$ cat src/sv/sfv_pkg.sv
`default_nettype none
// ----------------------------------------------------------------------------
// sfv_pkg
// Shared constants, command codes and types for the segment facet visibility
// unit.
// ----------------------------------------------------------------------------
package sfv_pkg;

    localparam int MAX_FACETS_DEF = 64;
    localparam int COORD_BITS_DEF = 24;

    localparam int ACTION_W  = 2;
    localparam int SLOT_W    = 6;
    localparam int BLOCKER_W = 6;
    localparam int THR_W     = 50;
    localparam int FCOUNT_W  = 7;
    localparam int OP_W      = 2;

    // input actions
    localparam logic [ACTION_W-1:0] ACT_LOAD   = 2'd0;
    localparam logic [ACTION_W-1:0] ACT_PATH   = 2'd1;
    localparam logic [ACTION_W-1:0] ACT_FACET  = 2'd2;
    localparam logic [ACTION_W-1:0] ACT_UNUSED = 2'd3;

    // configuration register indexes
    localparam logic [1:0] REG_THRESHOLD   = 2'd0;
    localparam logic [1:0] REG_FACET_COUNT = 2'd1;

    // commands passed from the front end to the back end
    localparam logic [OP_W-1:0] OP_LOAD        = 2'd0;
    localparam logic [OP_W-1:0] OP_PATH_FIRST  = 2'd1;
    localparam logic [OP_W-1:0] OP_FACET_FIRST = 2'd2;

    typedef struct packed {
        logic [OP_W-1:0]   op;
        logic [SLOT_W-1:0] slot;
    } cmd_t;

endpackage
`default_nettype wire

$ cat src/sv/sfv_queue.sv
`default_nettype none
// ----------------------------------------------------------------------------
// sfv_queue
// Two-entry command queue decoupling the front end from the back end.
// ----------------------------------------------------------------------------
module sfv_queue
    import sfv_pkg::*;
#(
    parameter int W = 8
)
(
    input  wire logic         clk,
    input  wire logic         rst_n,
    input  wire logic         push,
    input  wire logic [W-1:0] push_data,
    output      logic         full,
    input  wire logic         pop,
    output      logic         pop_valid,
    output      logic [W-1:0] pop_data
);

    localparam int DEPTH = 2;

    logic [W-1:0] entry_reg [DEPTH];
    logic         wr_ptr_reg;
    logic         wr_ptr_next;
    logic         rd_ptr_reg;
    logic         rd_ptr_next;
    logic [1:0]   count_reg;
    logic [1:0]   count_next;
    logic         do_push;
    logic         do_pop;

    assign full      = count_reg == 2'(DEPTH);
    assign pop_valid = count_reg != 2'd0;
    assign pop_data  = entry_reg[rd_ptr_reg];
    assign do_push   = push && !full;
    assign do_pop    = pop && pop_valid;

    always_comb
    begin
        wr_ptr_next = do_push ? !wr_ptr_reg : wr_ptr_reg;
        rd_ptr_next = do_pop ? !rd_ptr_reg : rd_ptr_reg;
        count_next  = count_reg + 2'(do_push) - 2'(do_pop);
    end

    always_ff @(posedge clk or negedge rst_n)
    begin
        if (!rst_n)
        begin
            wr_ptr_reg <= 1'b0;
            rd_ptr_reg <= 1'b0;
            count_reg  <= 2'd0;
        end
        else
        begin
            wr_ptr_reg <= wr_ptr_next;
            rd_ptr_reg <= rd_ptr_next;
            count_reg  <= count_next;
        end
    end

    always_ff @(posedge clk)
    begin
        if (do_push)
        begin
            entry_reg[wr_ptr_reg] <= push_data;
        end
    end

endmodule
`default_nettype wire

$ cat config.mk
export PLATFORM = sky130hd
export DESIGN_NAME = sfv_queue
export DESIGN_NICKNAME = d
export VERILOG_FILES = /design/src/sv/sfv_pkg.sv /design/src/sv/sfv_queue.sv
export SDC_FILE = /design/constraint.sdc
export NUM_CORES = 1
export LEC_CHECK = 0
export BUFFER_PORTS_ARGS = -buffer_cell sky130_fd_sc_hd__buf_2
export CAP_MARGIN = 15
export CORE_AREA = 2 2 42 44
export CTS_BUF_LIST = sky130_fd_sc_hd__clkbuf_4 sky130_fd_sc_hd__clkbuf_8 sky130_fd_sc_hd__clkbuf_16
export DETAILED_ROUTE_END_ITERATION = 8
export DIE_AREA = 0 0 44 46
export GPL_TIMING_DRIVEN = 0
export PLACE_DENSITY = 0.77
export SLEW_MARGIN = 20
export SYNTH_ARGS = -nofsm -noshare
export SYNTH_HDL_FRONTEND = slang
export SYNTH_SLANG_ARGS = --single-unit
export TNS_END_PERCENT = 100
$ cat constraint.sdc
create_clock -name clk -period 5 [get_ports clk]
set_input_delay 1 -clock clk [delete_from_list [all_inputs] [get_ports clk]]
set_output_delay 1 -clock clk [all_outputs]
set_load 0.005 [all_outputs]
==> results.ini <==
[setup_path]
criticalPathCategory = reg -> out
worst-endpoint-arrival_ns = 1.33
reg2reg_to = count_reg[1]
crit_fanout = 9
endpoint = pop_data[3]
r2r_start = count_reg[1]
reg2reg_depth = 7
critPathRequiredTime_ns = 4.00
end_kind = output pin
crit_start = rd_ptr_reg
cp-start-kind = register
ff2ff_setup_slack_ns = 3.30

[clocking]
cts.sinks = 20
clk_latency_ns = 0.29
cts.clk_slew.worst_paths_ns = 0.10
h-tree-depth = 1
cts_buffer_depth = 2
root_buffer = clkbuf_4
hold_buffers = 0
cts_resized = 0
numCtsBuffers = 3
post_cts_buffers = 0
cts_tree = built

[global_route]
grt_pass1_vias = 364
grt_max_degree = 12
grt_use_total = 0.116
grt_pass1_wl_um = 1590
grt.overflow.total = 0
antenna_found_initial = 0

[floorplanning]
rows = 15
start_util = 0.484
core_area_um2 = 1610
dieArea_um2 = 2020
io_pins = 22
die_x_um = 44
die_h_um = 46

[pwr]
finalPower_uw = 503
irDropWorstVdd_v = 0.000352
pwr-share-clk = 0.145
sw_frac_of_total = 0.285
p_seq_frac = 0.495
leakagePower_nw = 0.389
power_frac_comb = 0.361
powerDensity_nw_per_um2 = 539
intPower_uw = 360
switching_power_uw = 144

[placed_design]
hpwl_um = 773
place_congestion = 0.633
port_buffers = 21

[drt]
wl_per_cell_um = 13.0
drc_errors = 0
firstDrtPassIters = 3
drtIter0Drc = 6
wl_um = 1110
ant_nets = 0
via_per_inst = 4.92
vias = 418

[sta]
rsz0062_at_grt = no
clock.fmax_mhz = 430
relSlewSlack = 0.534
finalCritPeriodShare = 0.465
drv_slew = 0
setup_viol = 0
skew_ns = 0.00257
setup_tns_ns = 0
finalHoldViolations = 0
tightest_slew_ns = 0.696
period_needed_ns = 2.33

[run]
maxCapViolCount = 0

[synth]
synthXorXnorAreaFrac = 0.0449
synth-seq-cells = 20
synth_top_family_by_area = multiplexers
syn_inst = 43
synth_cell_type_count = 14
synth-simple-area-share = 0.0481
syn_area_um2 = 781
synth-compound-area-share = 0
ys_warn_count = 0
synthAdderAreaFrac = 0.0321
syn_avg_cell_area_um2 = 18.2
synth_mux_area_frac = 0.115
ys_seq_area_frac = 0.744
syn_nets = 57

[cells_and_area]
syn_to_final_growth_pct = 19.6
diodes = 0
drive_gt1_frac = 0.515
largest_reg_flops = 16
fill_cells = 143
final_util = 0.578
final_nets = 83

[hold_path]
hold_class = in -> async

[status]
status = finished clean

-- worst max-delay path: stages (launching register included) --
cell and delay (ns):
dfrtp_1 0.33, buf_2 0.23, mux2_2 0.36, buf_2 0.12
-- how the worst min path moves through the flow --
stage / startpoint / to / cells after the start
2_1_floorplan: wr_ptr_reg / wr_ptr_reg / 1
3_3_place_gp: wr_ptr_reg / wr_ptr_reg / 1
3_5_place_dp: wr_ptr_reg / wr_ptr_reg / 1
4_1_cts: rst_n / count_reg[0] / 1
5_1_grt: rst_n / count_reg[0] / 1
6_report: rst_n / count_reg[0] / 1
-- per-layer routing --
metal,vias up,share of wire,GRT usage
met1,197,0.44,0.141
met5,-,0,0
met4,0,0.0054,0.0727
met3,2,0.062,0.0317
li1,207,-,-
met2,12,0.50,0.185
-- cell usage in the layout (no fill, tap or decap), drive strengths merged --
cell,instances
buf,22
edfxtp,16
mux2,8
dfrtp,4
xnor2,3
clkbuf,3
inv,2
ha,2
or2,1
and2,1
nand2b,1
nand2,1
nor2,1
and3,1
xor2,1
clkinv,1
-- final cells by class --
class                   count  area, um^2  area share
plain buffers               1        5.00     0.00536
clock buffers               3        22.5      0.0241
clock inverters             1        3.75     0.00402
inverters                   2        7.51     0.00804
multi-input cells          20         188       0.201
flip-flops and latches     20         581       0.622
well taps                  17        21.3      0.0228
repair buffers             21         105       0.113
-- kinds of logic (layout without fill, tap and decap cells) --
family	count (synthesis)	after routing
flip-flops	20	20
multiplexers	8	8
AND/OR/NAND/NOR	6	6
XOR/XNOR	4	4
buffers and inverters	3	28
adder cells (fa/ha/maj)	2	2
-- power groups by stage --
stage / clock network, mW / logic, mW / registers (mW)
after global routing: 0.0821 / 0.202 / 0.254
after global placement: 0 / 0.177 / 0.251
after detailed placement: 0 / 0.185 / 0.253
after floorplan: 0 / 0.125 / 0.249
final: 0.0728 / 0.181 / 0.249
after CTS: 0.0777 / 0.186 / 0.249
-- metrics by stage --
stage	hold slack [ns]	std cells	cell area (um^2)	setup slack (ns)
5_1_grt	0.486	85	933	2.61
3_3_place_gp	0.474	81	907	2.91
4_1_cts	0.486	85	933	2.64
3_5_place_dp	0.497	81	907	2.87
6_report	0.496	85	933	2.67
2_1_floorplan	0.460	43	781	3.04
-- Yosys cell counts, drive strengths merged --
master	count	area [um^2]
mux2	8	90.1
or2	1	8.76
nand2b	1	6.26
inv	2	7.51
dfrtp	4	100
xnor2	3	26.3
edfxtp	16	480
and2	1	8.76
nor2	1	3.75
buf	1	5.00
nand2	1	3.75
ha	2	25.0
xor2	1	8.76
and3	1	6.26
Note: power is estimated with default switching activity, not from simulation.
